## src/rtl/sampled_curve_interpolator_macros.svh

```systemverilog
// Assertion helpers for the curve interpolator.
// Each helper checks on the rising edge of clk and is off while rst_n is low.
`ifndef SAMPLED_CURVE_INTERPOLATOR_MACROS_SVH
`define SAMPLED_CURVE_INTERPOLATOR_MACROS_SVH

// The consequent must hold in the same cycle as the antecedent.
`define SCI_ASSERT_HOLDS(label, ante, cons, msg) \
    label: assert property (@(posedge clk) disable iff (!rst_n) (ante) |-> (cons)) \
        else $error(msg);

// The consequent must hold in the cycle after the antecedent.
`define SCI_ASSERT_NEXT(label, ante, cons, msg) \
    label: assert property (@(posedge clk) disable iff (!rst_n) (ante) |=> (cons)) \
        else $error(msg);

`endif

```

## src/rtl/sci_pkg.sv

```systemverilog
package sci_pkg;

    // Fixed point format: ONE stands for 1.0.
    localparam int FRAC_BITS = 16;
    localparam int X_W       = 17;
    localparam int Y_W       = 19;
    localparam int PIDX_W    = 4;
    localparam int COUNT_W   = 5;

    localparam logic [X_W-1:0]        ONE_X = X_W'(1 << FRAC_BITS);
    localparam logic signed [Y_W-1:0] ONE_Y = Y_W'(1 << FRAC_BITS);

    // Request kinds carried on s_tuser.
    localparam logic KIND_WRITE = 1'b0;
    localparam logic KIND_EVAL  = 1'b1;

    // Default table depth.
    localparam int DEF_MAX_POINTS = 16;

    // Datapath widths of the interpolation step.
    localparam int DY_W      = Y_W + 1;        // signed y difference
    localparam int DY_MAG_W  = Y_W;            // its magnitude
    localparam int DX_W      = X_W + 1;        // signed x difference
    localparam int DX_MAG_W  = X_W;            // its magnitude
    localparam int PROD_W    = DY_MAG_W + X_W; // magnitude of dy * dp
    localparam int SUM_W     = PROD_W + 2;     // base plus signed quotient

    // Saturation limits of the result.
    localparam logic signed [SUM_W-1:0] OUT_MIN = -SUM_W'(131072);
    localparam logic signed [SUM_W-1:0] OUT_MAX = SUM_W'(131072);

    // Stream widths.
    localparam int S_TDATA_W = 64;
    localparam int M_TDATA_W = 24;

    // Status of the serial divider as seen by the sequencer.
    typedef struct packed {
        logic busy;
        logic done;
    } div_status_t;

endpackage

```

## src/rtl/sci_divider.sv

```systemverilog
module sci_divider #(
    parameter int DIVIDEND_W = sci_pkg::PROD_W,
    parameter int DIVISOR_W  = sci_pkg::DX_MAG_W
) (
    input  logic                    clk,
    input  logic                    rst_n,
    input  logic                    start,
    input  logic [DIVIDEND_W-1:0]   dividend,
    input  logic [DIVISOR_W-1:0]    divisor,
    output logic [DIVIDEND_W-1:0]   quotient,
    output sci_pkg::div_status_t    status
);

    localparam int CNT_W = $clog2(DIVIDEND_W + 1);

    logic                  busy_reg;
    logic                  busy_next;
    logic                  done_reg;
    logic                  done_next;
    logic [CNT_W-1:0]      cnt_reg;
    logic [CNT_W-1:0]      cnt_next;
    logic [DIVISOR_W-1:0]  rem_reg;
    logic [DIVISOR_W-1:0]  rem_next;
    logic [DIVIDEND_W-1:0] quo_reg;
    logic [DIVIDEND_W-1:0] quo_next;
    logic [DIVISOR_W-1:0]  divisor_reg;
    logic [DIVISOR_W:0]    shifted;
    logic [DIVISOR_W:0]    divisor_ext;
    logic [DIVISOR_W:0]    diff;
    logic                  fits;

    // One restoring step: bring down the next dividend bit and try a subtract.
    assign shifted     = {rem_reg, quo_reg[DIVIDEND_W-1]};
    assign divisor_ext = {1'b0, divisor_reg};
    assign fits        = (shifted >= divisor_ext);
    assign diff        = shifted - divisor_ext;

    always_comb
    begin
        busy_next = busy_reg;
        done_next = 1'b0;
        cnt_next  = cnt_reg;
        rem_next  = rem_reg;
        quo_next  = quo_reg;
        if (start)
        begin
            busy_next = 1'b1;
            cnt_next  = CNT_W'(DIVIDEND_W);
            rem_next  = '0;
            quo_next  = dividend;
        end
        else if (busy_reg)
        begin
            rem_next = fits ? diff[DIVISOR_W-1:0] : shifted[DIVISOR_W-1:0];
            quo_next = {quo_reg[DIVIDEND_W-2:0], fits};
            cnt_next = cnt_reg - 1'b1;
            if (cnt_reg == CNT_W'(1))
            begin
                busy_next = 1'b0;
                done_next = 1'b1;
            end
        end
    end

    // Control state.
    always_ff @(posedge clk or negedge rst_n)
    begin
        if (!rst_n)
        begin
            busy_reg <= 1'b0;
            done_reg <= 1'b0;
            cnt_reg  <= '0;
        end
        else
        begin
            busy_reg <= busy_next;
            done_reg <= done_next;
            cnt_reg  <= cnt_next;
        end
    end

    // Partial remainder and the quotient that shifts in as the dividend shifts out.
    always_ff @(posedge clk)
    begin
        rem_reg <= rem_next;
        quo_reg <= quo_next;
        if (start)
        begin
            divisor_reg <= divisor;
        end
    end

    assign quotient    = quo_reg;
    assign status.busy = busy_reg;
    assign status.done = done_reg;

endmodule

```

## src/rtl/sampled_curve_interpolator.sv

```systemverilog
// Write request: accepted while idle; the input stays ready and it gives no result.
// Evaluate request: after acceptance the scan looks for the segment among the points in use;
// then setup, multiply, 36 quotient bits, a check that the divider finished and saturation
// (a segment of no width goes from setup straight to saturation). Input is ready again
// when the result turns valid; an earlier result still held downstream stalls the finish.
// Reset (rst_n low, asynchronous) clears the point count and control, not the sample memory.
`include "sampled_curve_interpolator_macros.svh"

module sampled_curve_interpolator #(
    parameter int MAX_POINTS = sci_pkg::DEF_MAX_POINTS
) (
    input  logic                            clk,
    input  logic                            rst_n,
    // s_tdata: point_index[3:0], point_x[20:4], point_y[39:21], progress[56:40], zero fill.
    input  logic                            s_tvalid,
    output logic                            s_tready,
    input  logic [sci_pkg::S_TDATA_W-1:0]   s_tdata,
    // s_tuser: kind (0 writes a point, 1 evaluates).
    input  logic                            s_tuser,
    // m_tdata: eased_value[18:0], zero fill.
    output logic                            m_tvalid,
    input  logic                            m_tready,
    output logic [sci_pkg::M_TDATA_W-1:0]   m_tdata,
    input  logic                            cfg_valid,
    output logic                            cfg_ready,
    input  logic [sci_pkg::COUNT_W-1:0]     cfg_data
);

    localparam int IDX_W     = (MAX_POINTS > 1) ? $clog2(MAX_POINTS) : 1;
    localparam int MEM_DEPTH = 1 << IDX_W;
    localparam int CNT_W     = $clog2(MAX_POINTS + 1);
    localparam int X_W       = sci_pkg::X_W;
    localparam int Y_W       = sci_pkg::Y_W;
    localparam int SUM_W     = sci_pkg::SUM_W;

    typedef enum logic [5:0] {
        ST_IDLE   = 6'b000001,
        ST_SCAN   = 6'b000010,
        ST_SETUP  = 6'b000100,
        ST_MUL    = 6'b001000,
        ST_DIV    = 6'b010000,
        ST_FINISH = 6'b100000
    } state_t;

    state_t                         state_reg;
    state_t                         state_next;
    logic [sci_pkg::COUNT_W-1:0]    count_reg;
    logic [CNT_W-1:0]               cur_idx_reg;
    logic [X_W-1:0]                 p_reg;
    logic [X_W-1:0]                 prev_x_reg;
    logic signed [Y_W-1:0]          prev_y_reg;
    logic [X_W-1:0]                 hi_x_reg;
    logic signed [Y_W-1:0]          hi_y_reg;
    logic [sci_pkg::DY_MAG_W-1:0]   dy_mag_reg;
    logic [sci_pkg::DX_MAG_W-1:0]   dx_mag_reg;
    logic [X_W-1:0]                 dp_reg;
    logic                           neg_reg;
    logic                           zero_dx_reg;
    logic                           m_tvalid_reg;
    logic signed [Y_W-1:0]          eased_reg;

    // Sample memory.
    logic [X_W-1:0]                 x_mem [MEM_DEPTH];
    logic signed [Y_W-1:0]          y_mem [MEM_DEPTH];
    logic [X_W-1:0]                 rd_x_reg;
    logic signed [Y_W-1:0]          rd_y_reg;

    logic                           in_kind;
    logic [sci_pkg::PIDX_W-1:0]     in_index;
    logic [X_W-1:0]                 in_x;
    logic signed [Y_W-1:0]          in_y;
    logic [X_W-1:0]                 in_p;
    logic                           s_fire;
    logic                           wr_en;
    logic [IDX_W+sci_pkg::PIDX_W-1:0] wr_idx_ext;
    logic [IDX_W-1:0]               wr_addr;
    logic [IDX_W-1:0]               rd_addr;
    logic [CNT_W-1:0]               next_idx;
    logic [CNT_W+sci_pkg::COUNT_W-1:0] count_ext;
    logic [CNT_W+sci_pkg::COUNT_W-1:0] max_ext;
    logic [CNT_W-1:0]               scan_limit;
    logic                           scan_end;
    logic                           scan_hit;
    logic signed [sci_pkg::DY_W-1:0] dy_full;
    logic signed [sci_pkg::DX_W-1:0] dx_full;
    logic [sci_pkg::DY_W-1:0]       dy_abs;
    logic [sci_pkg::DX_W-1:0]       dx_abs;
    logic [sci_pkg::PROD_W-1:0]     product;
    logic                           div_start;
    logic [sci_pkg::PROD_W-1:0]     quotient;
    sci_pkg::div_status_t           div_status;
    logic signed [SUM_W-1:0]        q_signed;
    logic signed [SUM_W-1:0]        base_ext;
    logic signed [SUM_W-1:0]        sum;
    logic signed [SUM_W-1:0]        sat;
    logic                           out_free;

    // Request fields.
    assign in_index = s_tdata[3:0];
    assign in_x     = s_tdata[20:4];
    assign in_y     = s_tdata[39:21];
    assign in_p     = s_tdata[56:40];
    assign in_kind  = s_tuser;

    assign s_tready  = (state_reg == ST_IDLE);
    assign s_fire    = s_tvalid && s_tready;
    assign cfg_ready = 1'b1;

    // Point writes outside the table are dropped.
    assign wr_idx_ext = {IDX_W'(0), in_index};
    assign wr_addr    = wr_idx_ext[IDX_W-1:0];
    assign wr_en      = s_fire && (in_kind == sci_pkg::KIND_WRITE) &&
                        (wr_idx_ext < (IDX_W + sci_pkg::PIDX_W)'(MAX_POINTS));

    // Points in use, limited to the table depth.
    assign count_ext  = {CNT_W'(0), count_reg};
    assign max_ext    = (CNT_W + sci_pkg::COUNT_W)'(MAX_POINTS);
    assign scan_limit = (count_ext > max_ext) ? max_ext[CNT_W-1:0] : count_ext[CNT_W-1:0];

    // The read runs one point ahead of the compare.
    assign next_idx = cur_idx_reg + 1'b1;
    assign rd_addr  = (state_reg == ST_IDLE) ? '0 : next_idx[IDX_W-1:0];

    always_ff @(posedge clk)
    begin
        if (wr_en)
        begin
            x_mem[wr_addr] <= in_x;
            y_mem[wr_addr] <= in_y;
        end
        rd_x_reg <= x_mem[rd_addr];
        rd_y_reg <= y_mem[rd_addr];
    end

    // Scan decision for the point now read.
    assign scan_end = (cur_idx_reg >= scan_limit);
    assign scan_hit = !scan_end && (rd_x_reg >= p_reg);

    // Differences from the lower point of the segment.
    assign dy_full = {hi_y_reg[Y_W-1], hi_y_reg} - {prev_y_reg[Y_W-1], prev_y_reg};
    assign dx_full = {1'b0, hi_x_reg} - {1'b0, prev_x_reg};
    assign dy_abs  = dy_full[sci_pkg::DY_W-1] ? -dy_full : dy_full;
    assign dx_abs  = dx_full[sci_pkg::DX_W-1] ? -dx_full : dx_full;

    // Product of the magnitudes, registered in the divider.
    assign product   = {(sci_pkg::PROD_W - sci_pkg::DY_MAG_W)'(0), dy_mag_reg} *
                       {(sci_pkg::PROD_W - X_W)'(0), dp_reg};
    assign div_start = (state_reg == ST_MUL);

    sci_divider #(
        .DIVIDEND_W (sci_pkg::PROD_W),
        .DIVISOR_W  (sci_pkg::DX_MAG_W)
    ) u_divider (
        .clk      (clk),
        .rst_n    (rst_n),
        .start    (div_start),
        .dividend (product),
        .divisor  (dx_mag_reg),
        .quotient (quotient),
        .status   (div_status)
    );

    // Add the signed quotient to the segment base and saturate; a segment of no width takes its upper y.
    always_comb
    begin
        q_signed = '0;
        base_ext = SUM_W'(prev_y_reg);
        if (zero_dx_reg)
        begin
            base_ext = SUM_W'(hi_y_reg);
        end
        else
        begin
            q_signed = neg_reg ? -SUM_W'(quotient) : SUM_W'(quotient);
        end
        sum = base_ext + q_signed;
        if (sum < sci_pkg::OUT_MIN)
        begin
            sat = sci_pkg::OUT_MIN;
        end
        else if (sum > sci_pkg::OUT_MAX)
        begin
            sat = sci_pkg::OUT_MAX;
        end
        else
        begin
            sat = sum;
        end
    end

    assign out_free = !m_tvalid_reg || m_tready;

    // Sequencer.
    always_comb
    begin
        state_next = state_reg;
        unique case (state_reg)
            ST_IDLE:
            begin
                if (s_fire && (in_kind == sci_pkg::KIND_EVAL))
                begin
                    state_next = ST_SCAN;
                end
            end
            ST_SCAN:
            begin
                if (scan_end || scan_hit)
                begin
                    state_next = ST_SETUP;
                end
            end
            ST_SETUP:
            begin
                state_next = (dx_full == '0) ? ST_FINISH : ST_MUL;
            end
            ST_MUL:
            begin
                state_next = ST_DIV;
            end
            ST_DIV:
            begin
                if (div_status.done)
                begin
                    state_next = ST_FINISH;
                end
            end
            ST_FINISH:
            begin
                if (out_free)
                begin
                    state_next = ST_IDLE;
                end
            end
            default:
            begin
                state_next = ST_IDLE;
            end
        endcase
    end

    // Control state, point count and output valid.
    always_ff @(posedge clk or negedge rst_n)
    begin
        if (!rst_n)
        begin
            state_reg    <= ST_IDLE;
            count_reg    <= '0;
            m_tvalid_reg <= 1'b0;
            cur_idx_reg  <= '0;
        end
        else
        begin
            state_reg <= state_next;
            if (cfg_valid && cfg_ready)
            begin
                count_reg <= cfg_data;
            end
            if (state_reg == ST_IDLE)
            begin
                cur_idx_reg <= '0;
            end
            else if (state_reg == ST_SCAN && !scan_end && !scan_hit)
            begin
                cur_idx_reg <= next_idx;
            end
            if (state_reg == ST_FINISH && out_free)
            begin
                m_tvalid_reg <= 1'b1;
            end
            else if (m_tready)
            begin
                m_tvalid_reg <= 1'b0;
            end
        end
    end

    // Segment points and operands.
    always_ff @(posedge clk)
    begin
        if (s_fire && (in_kind == sci_pkg::KIND_EVAL))
        begin
            p_reg      <= in_p;
            prev_x_reg <= '0;
            prev_y_reg <= '0;
        end
        if (state_reg == ST_SCAN)
        begin
            if (scan_end)
            begin
                // Past the last point the segment runs to (1, 1). A last point at 1.0
                // leaves no slope, so its own y stands as the result.
                hi_x_reg <= sci_pkg::ONE_X;
                hi_y_reg <= (prev_x_reg == sci_pkg::ONE_X) ? prev_y_reg : sci_pkg::ONE_Y;
            end
            else if (scan_hit)
            begin
                hi_x_reg <= rd_x_reg;
                hi_y_reg <= rd_y_reg;
            end
            else
            begin
                prev_x_reg <= rd_x_reg;
                prev_y_reg <= rd_y_reg;
            end
        end
        if (state_reg == ST_SETUP)
        begin
            dy_mag_reg  <= dy_abs[sci_pkg::DY_MAG_W-1:0];
            dx_mag_reg  <= dx_abs[sci_pkg::DX_MAG_W-1:0];
            dp_reg      <= p_reg - prev_x_reg;
            neg_reg     <= dy_full[sci_pkg::DY_W-1] ^ dx_full[sci_pkg::DX_W-1];
            // A segment with no width returns its upper y.
            zero_dx_reg <= (dx_full == '0);
        end
        if (state_reg == ST_FINISH && out_free)
        begin
            eased_reg <= sat[Y_W-1:0];
        end
    end

    assign m_tvalid = m_tvalid_reg;
    assign m_tdata  = {(sci_pkg::M_TDATA_W - Y_W)'(0), eased_reg};

    `SCI_ASSERT_HOLDS(a_div_idle, state_reg != ST_DIV, !div_status.busy, "divider busy outside the divide state")
    `SCI_ASSERT_HOLDS(a_scan_bound, state_reg == ST_SCAN, cur_idx_reg <= scan_limit, "scan index past the points in use")
    `SCI_ASSERT_NEXT(a_result_load, (state_reg == ST_FINISH) && out_free, m_tvalid && (state_reg == ST_IDLE), "result not loaded on finish")

endmodule
```

## config.mk

```make
export PLATFORM = sky130hd
export DESIGN_NAME = sampled_curve_interpolator
export DESIGN_NICKNAME = d
export VERILOG_FILES = /design/src/rtl/sci_pkg.sv /design/src/rtl/sci_divider.sv /design/src/rtl/sampled_curve_interpolator.sv
export VERILOG_INCLUDE_DIRS = /design/src /design/src/rtl
export SDC_FILE = /design/constraint.sdc
export NUM_CORES = 2
export LEC_CHECK = 0
export BUFFER_PORTS_ARGS = -buffer_cell sky130_fd_sc_hd__buf_2
export CORE_ASPECT_RATIO = 0.8
export CORE_MARGIN = 2
export CORE_UTILIZATION = 45
export CTS_BUF_LIST = sky130_fd_sc_hd__clkbuf_4
export DETAILED_ROUTE_END_ITERATION = 6
export GPL_TIMING_DRIVEN = 1
export PLACE_DENSITY = 0.57
export SLEW_MARGIN = 20
export SYNTH_ARGS = -nofsm -noshare
export SYNTH_HDL_FRONTEND = slang
export SYNTH_SLANG_ARGS = --single-unit
```

## constraint.sdc

```tcl
create_clock -name clk -period 17.6 [get_ports clk]
set_input_delay 0.88 -clock clk [delete_from_list [all_inputs] [get_ports clk]]
set_output_delay 0.88 -clock clk [all_outputs]
set_load 0.02 [all_outputs]
```

# Word-level counts from Yosys, hierarchy flattened
# Memory sizes are Yosys's and may differ from the RTL's. A register that Yosys moved wholly into a read port is not among the register bits.
# Index checks and enable logic that the tools add are counted.
dict set report classes {
  mul 1
  n_reduce_logical 21
  magnitude_cmp 7
  eq_ne 12
  n_mux 43
  bitwise_logic 2
  add_sub_neg 10
}
# op n
set ops {}
lappend ops {{two-way mux 19 bit} 9}
lappend ops {{two-way mux 17 bit} 7}
lappend ops {{two-way mux 38 bit} 3}
lappend ops {{two-way mux 36 bit} 2}
lappend ops {{two-way mux 6 bit} 7}
lappend ops {{adder 38 bit} 1}
lappend ops {{> comparator 38 x 19 -> 1 bit, second input constant} 1}
lappend ops {{< comparator 38 x 18 -> 1 bit, second input constant} 1}
lappend ops {{negator 36 -> 38 bit} 1}
lappend ops {{multiplier 19 x 17 -> 36 bit} 1}
lappend ops {{case mux 6 bit (6 select lines)} 1}
lappend ops {{subtractor 17 bit} 2}
lappend ops {{subtractor 19 x 19 -> 20 bit} 1}
lappend ops {{negator 19 bit} 1}
lappend ops {{>= comparator 18 x 17 -> 1 bit} 1}
lappend ops {{zero test 18 bit} 1}
lappend ops {{subtractor 17 x 17 -> 18 bit} 1}
lappend ops {{equality test 17 bit, second input constant} 1}
lappend ops {{>= comparator 17 bit} 1}
lappend ops {{negator 17 bit} 1}
lappend ops {{two-way mux 5 bit} 3}
lappend ops {{equality test 6 x 1 -> 1 bit, second input constant} 2}
lappend ops {{two-way mux 1 bit} 10}
lappend ops {{logical AND 1 bit} 8}
lappend ops {{other kinds (21)} 29}
dict set report word_totals {
  out_inout_bits 27
  regBits 258
  inputBits 75
  wordCells 120
  mem_bits_rw 576
  n_memories 2
}
# name depth word_bits read_ports rd_clocked_by_memory_dff wr line_no
set memory_table {}
lappend memory_table {y_mem 16 19 1 1 1 sampled_curve_interpolator.sv:64} ;# logic signed [Y_W-1:0] y_mem [MEM_DEPTH];
lappend memory_table {x_mem 16 17 1 1 1 sampled_curve_interpolator.sv:63} ;# logic [X_W-1:0] x_mem [MEM_DEPTH];

# Longest topological paths before layout
dict set report depth {
  depth_word 9
  depth_mapped 25
  depth_no_buf 24
}

# By module
# Synthesis repeated with hierarchy kept, for this count alone.
dict set report hier_totals {
  hier_cells 4770
  area_unflattened_um2 52091.2
}
# mod instances seq_area_each_um2 area_each_um2 cells_each
set by_module_without_submodules {}
lappend by_module_without_submodules {sampled_curve_interpolator 1 22978.3 47967.3 4422}
lappend by_module_without_submodules {sci_divider 1 2132.0 4124.0 348}

# Least setup slack after synthesis
# Ideal clock, no wire load.
dict set report synth_timing {
  path_type {register -> register}
  startpoint {register dp_reg[10]}
  endpoint {register u_divider.quo_reg[32], in the netlist u_divider.quotient[32] (data pin)}
  arrival_ps 6366
  path_stages_with_launch 25
  setup_slack_ps 10968
  path_buffers 2
  path_cell_list {edfxtp_1 clkbuf_1 buf_1 nand2_1 fa_1 inv_1 fa_1 inv_1 fa_1 inv_1 fa_1 fa_1 inv_1 fa_1 inv_1 ha_1 nand2_1 or4_1 o21ai_0 a41o_1 nand4_1 a31oi_1 a41oi_1 mux2_2 o21ai_0}
}
dict set report synth_between {
  elab_chain_len 2
}
# element line_no
set synth_rtl {}
lappend synth_rtl {{start, declared} sampled_curve_interpolator.sv:56} ;# logic [X_W-1:0] dp_reg;
lappend synth_rtl {{start signal, assigned} sampled_curve_interpolator.sv:310} ;# dp_reg <= p_reg - prev_x_reg;
lappend synth_rtl {{multiplier 19 x 17 -> 36 bit} sampled_curve_interpolator.sv:146} ;# assign product = {(sci_pkg::PROD_W - sci_pkg::DY_MAG_W)'(0), dy_mag_reg} *
lappend synth_rtl {{two-way mux 36 bit} sci_divider.sv:45} ;# if (start)
lappend synth_rtl {{via u_divider.quo_next[32]} sci_divider.sv:25} ;# logic [DIVIDEND_W-1:0] quo_next;
lappend synth_rtl {{end signal, assigned} sci_divider.sv:86} ;# quo_reg <= quo_next;
lappend synth_rtl {{end, declared} sci_divider.sv:24} ;# logic [DIVIDEND_W-1:0] quo_reg;
# The timed path passes the listed nets, and every way through them passes these cells.
# A chain may end at the register's enable or synchronous reset.

# Worst setup path in the final report
dict set report layout_timing {
  startpoint {register dp_reg[7]}
  endpoint {register u_divider.quo_reg[32], in the netlist u_divider.quotient[32] (data pin)}
}
# Same word-level chain as after synthesis.

==> impl_metrics.ini <==
[logic_synthesis]
yosysMostFrequentCell = edfxtp_1
synth_top_area_cell = edfxtp_1
synth.top_cell.area_share_pct = 43.9
netlist_instances = 4776
synth_enable_flop_cells = 756
synth_top_cells_by_area = edfxtp_1, fa_1, ha_1
synth_async_sr_flop_share_pct = 2.87
seq_area_frac_synth_pct = 48.5
synth.top_cells.by_count = edfxtp_1, nand2_1, inv_1
syn_area_per_cell_um2 = 10.8
ys_ff_latch = 870
yosys_warnings = 0
ys_dominant_reg_cell = edfxtp_1
synthDistinctLibCells = 91
synth_area_mm2 = 0.0517

[floorplan]
rows = 111
initial_utilization_pct = 45.3
num_io_pins = 102
vertical_die_dimension_um = 307
fp.dieArea_mm2 = 0.118
chipWidth_um = 383
core_mm2 = 0.114

[power]
static-leakage-power_nw = 22.4
worst_vdd_ir_mv = 0.167
power.density_mw_per_mm2 = 136

[route]
detailroute.via_count = 36400
route.detailed.wl_per_inst_um = 20.4
wirelength_um = 136000
drtPass1Iterations = 6
drt-vias-per-instance = 5.45
drcViolationCount = 0
detail-route-antenna-nets = 0
drc_marker_count_from_the_first_detailed_route_iteration = 2599

[clocking]
number_of_levels_the_h_tree_was_split_into = 4
clk-insertion-delay-late_ns = 1.17
cts.sinks = 870
post_cts_resize_count = 0
cts.repair_timing.setup_buffer_count = 0
cts.root.buffer_cell = clkbuf_4
cts_tree = done
clk_path_buf_depth = 3
numCtsBuffers = 219
path_clk_slew_ns = 0.08

[global_routing]
vias_in_the_first_global_route = 35800
grt_util_all_layers_pct = 23.3
antenna_violations_before_repair = 14
grt-ovfl-total = 0
grt_max_degree = 145
grt_first_pass_wirelength_um = 210000

[critical_path]
worstSetupEndpointType = flop
arrival_ns = 8.73
critPathMaxStageDelay_ns = 0.74
r2r_slack_ns = 9.84
cp_slowest_cell = edfxtp_1
timing.setup.critical_path_class = flop to flop
cp_data_required_time_ns = 18.57
crit_fanout = 19
critical_path_buf_inv_count = 4
crit_chain = and2_1 > fa_1 > inv_1 > fa_1 > fa_1 > inv_1 > fa_1 > fa_1 > inv_1 > fa_1 > inv_1 > ha_1 > nand2_1 > or4_1 > o21ai_0 > a41o_1 > nand4_1 > a31oi_1 > a41oi_1 > mux2_2 > o21ai_0
critPathTopFamily = adder cells
critical_path_most_common_cell = fa_1
cp-start-kind = flop

[hold_path]
min_path_type = input port to flop

[sta]
finalHoldViolCount = 0
total_negative_setup_slack_ns = 0
clock-skew-final_ns = 0.0968
final.min_clock_period_ns = 7.76
setup_viol_count_final = 0
grt_setup_unrepaired = no
relSlewSlack_pct = 26.6
tightestPinTransition_ns = 1.10
max_freq_mhz = 129
pins_over_their_slew_limit = 0
period_share_pct = 44.1

[placement]
post-place-cells = 6212
finalWeightedCongestion = 0.881
dp.final_hpwl_um = 86900
place.port_buffers = 88

[finish]
final_non_filler_cell_total = 6677
net_count_of_the_finished_layout = 5550
syn2layout_area_growth_pct = 10.8
largest_register = y_mem
largest_reg_flops = 304
drive_above_1_share_pct = 11.3

[status]
status = finished clean

[job]
max_cap_viol_count = 0
## routing by layer
metal	up-vias	global-route usage, %	wire length (um)
li1	17400	-	-
met1	17800	32.4	62500
met2	967	37.4	63400
met3	198	3.91	7690
met4	6	6.89	2760
met5	-	0	39
## cell families (layout without fill, tap and decap cells)
family                   count (synthesis)  after routing  synth area share (%)
multiplexers                            22             22                 0.445
XOR/XNOR                               171            171                  2.89
AND/OR/NAND/NOR                       1518           1518                  14.0
buffers and inverters                  688           1051                  5.07
other                                    2             15                0.0145
AO/OA/AOI/OAI                         1002           1002                  13.2
flip-flops                             870            870                  48.5
adder cells (fa/ha/maj)                503            503                  15.9
## cell type report
class,count,area (um^2)
antenna,9,22.5
clock buffer,320,2400
clock inverter,72,425
fill,10300,57000
inverter,446,1680
multi-input combinational,3222,24200
sequential,870,25100
tap,1525,1910
timing repair buffer,213,1590
## per-stage QoR
stage,util (%),cell area (um^2),hold WS [ns],setup slack [ns],total power (W)
floorplan,-,51800,0.400,10.97,0.00501
global placement,47.1,53800,0.405,9.98,0.00608
detailed placement,47.1,53800,0.405,9.91,0.00611
CTS,50.1,57300,0.000296,9.89,0.00786
global route,50.2,57300,0.0466,9.53,0.00835
finish,50.2,57300,0.154,9.84,0.00778
## what timing repair did
item | in CTS | in global routing
hold buffers | 63 | 0
endpoints found under the setup margin | 0 | 0
endpoints found under the hold margin | 487 | 0
## worst reg2reg max path: cells and delay by family (launching register included)
kind	cells	cell delay (ns)
AO/OA/AOI/OAI	5	1.62
flip-flops	1	0.74
multiplexers	1	0.33
buffers and inverters	4	0.22
AND/OR/NAND/NOR	4	1.08
adder cells (fa/ha/maj)	7	3.56
## path summary, 6_finish.rpt
path	startpoint	to	cells past startpoint
hold / removal	s_tdata[31]	y_mem[2][10]	1
max in group asynchronous	rst_n	cur_idx_reg[0]	2
hold reg to reg	dx_mag_reg[5]	u_divider.divisor_reg[5]	0
setup / recovery	dp_reg[7]	u_divider.quotient[32]	21
min in group asynchronous	rst_n	u_divider.cnt_reg[1]	2
setup reg to reg	dp_reg[7]	u_divider.quotient[32]	21
## cells in the final DEF (no fill, tap or decap), types with 47 or more instances in the layout
master,Yosys,layout
dlygate4sd3_1,0,63
a21oi_1,184,183
o21ai_0,160,159
ha_1,244,244
o31ai_1,63,63
clkbuf_4,0,320
xnor2_1,90,90
a311oi_1,82,82
nand2_1,729,726
nor2_1,173,158
nor3_1,61,57
buf_4,7,58
edfxtp_1,756,756
nand3_1,47,47
fa_1,259,259
a211oi_1,208,208
dfxtp_1,89,89
xor2_1,81,81
a31oi_1,96,96
inv_1,444,442
buf_2,4,88
and2_1,317,317
## power by group
group	switching [W]	total [W]	internal [W]
registers	0.000134	0.00259	0.00246
logic	0.00220	0.00348	0.00128
clock network	0.000849	0.00171	0.000859
total	0.00318	0.00778	0.00460
No activity file was read; power rests on OpenSTA's default activity.
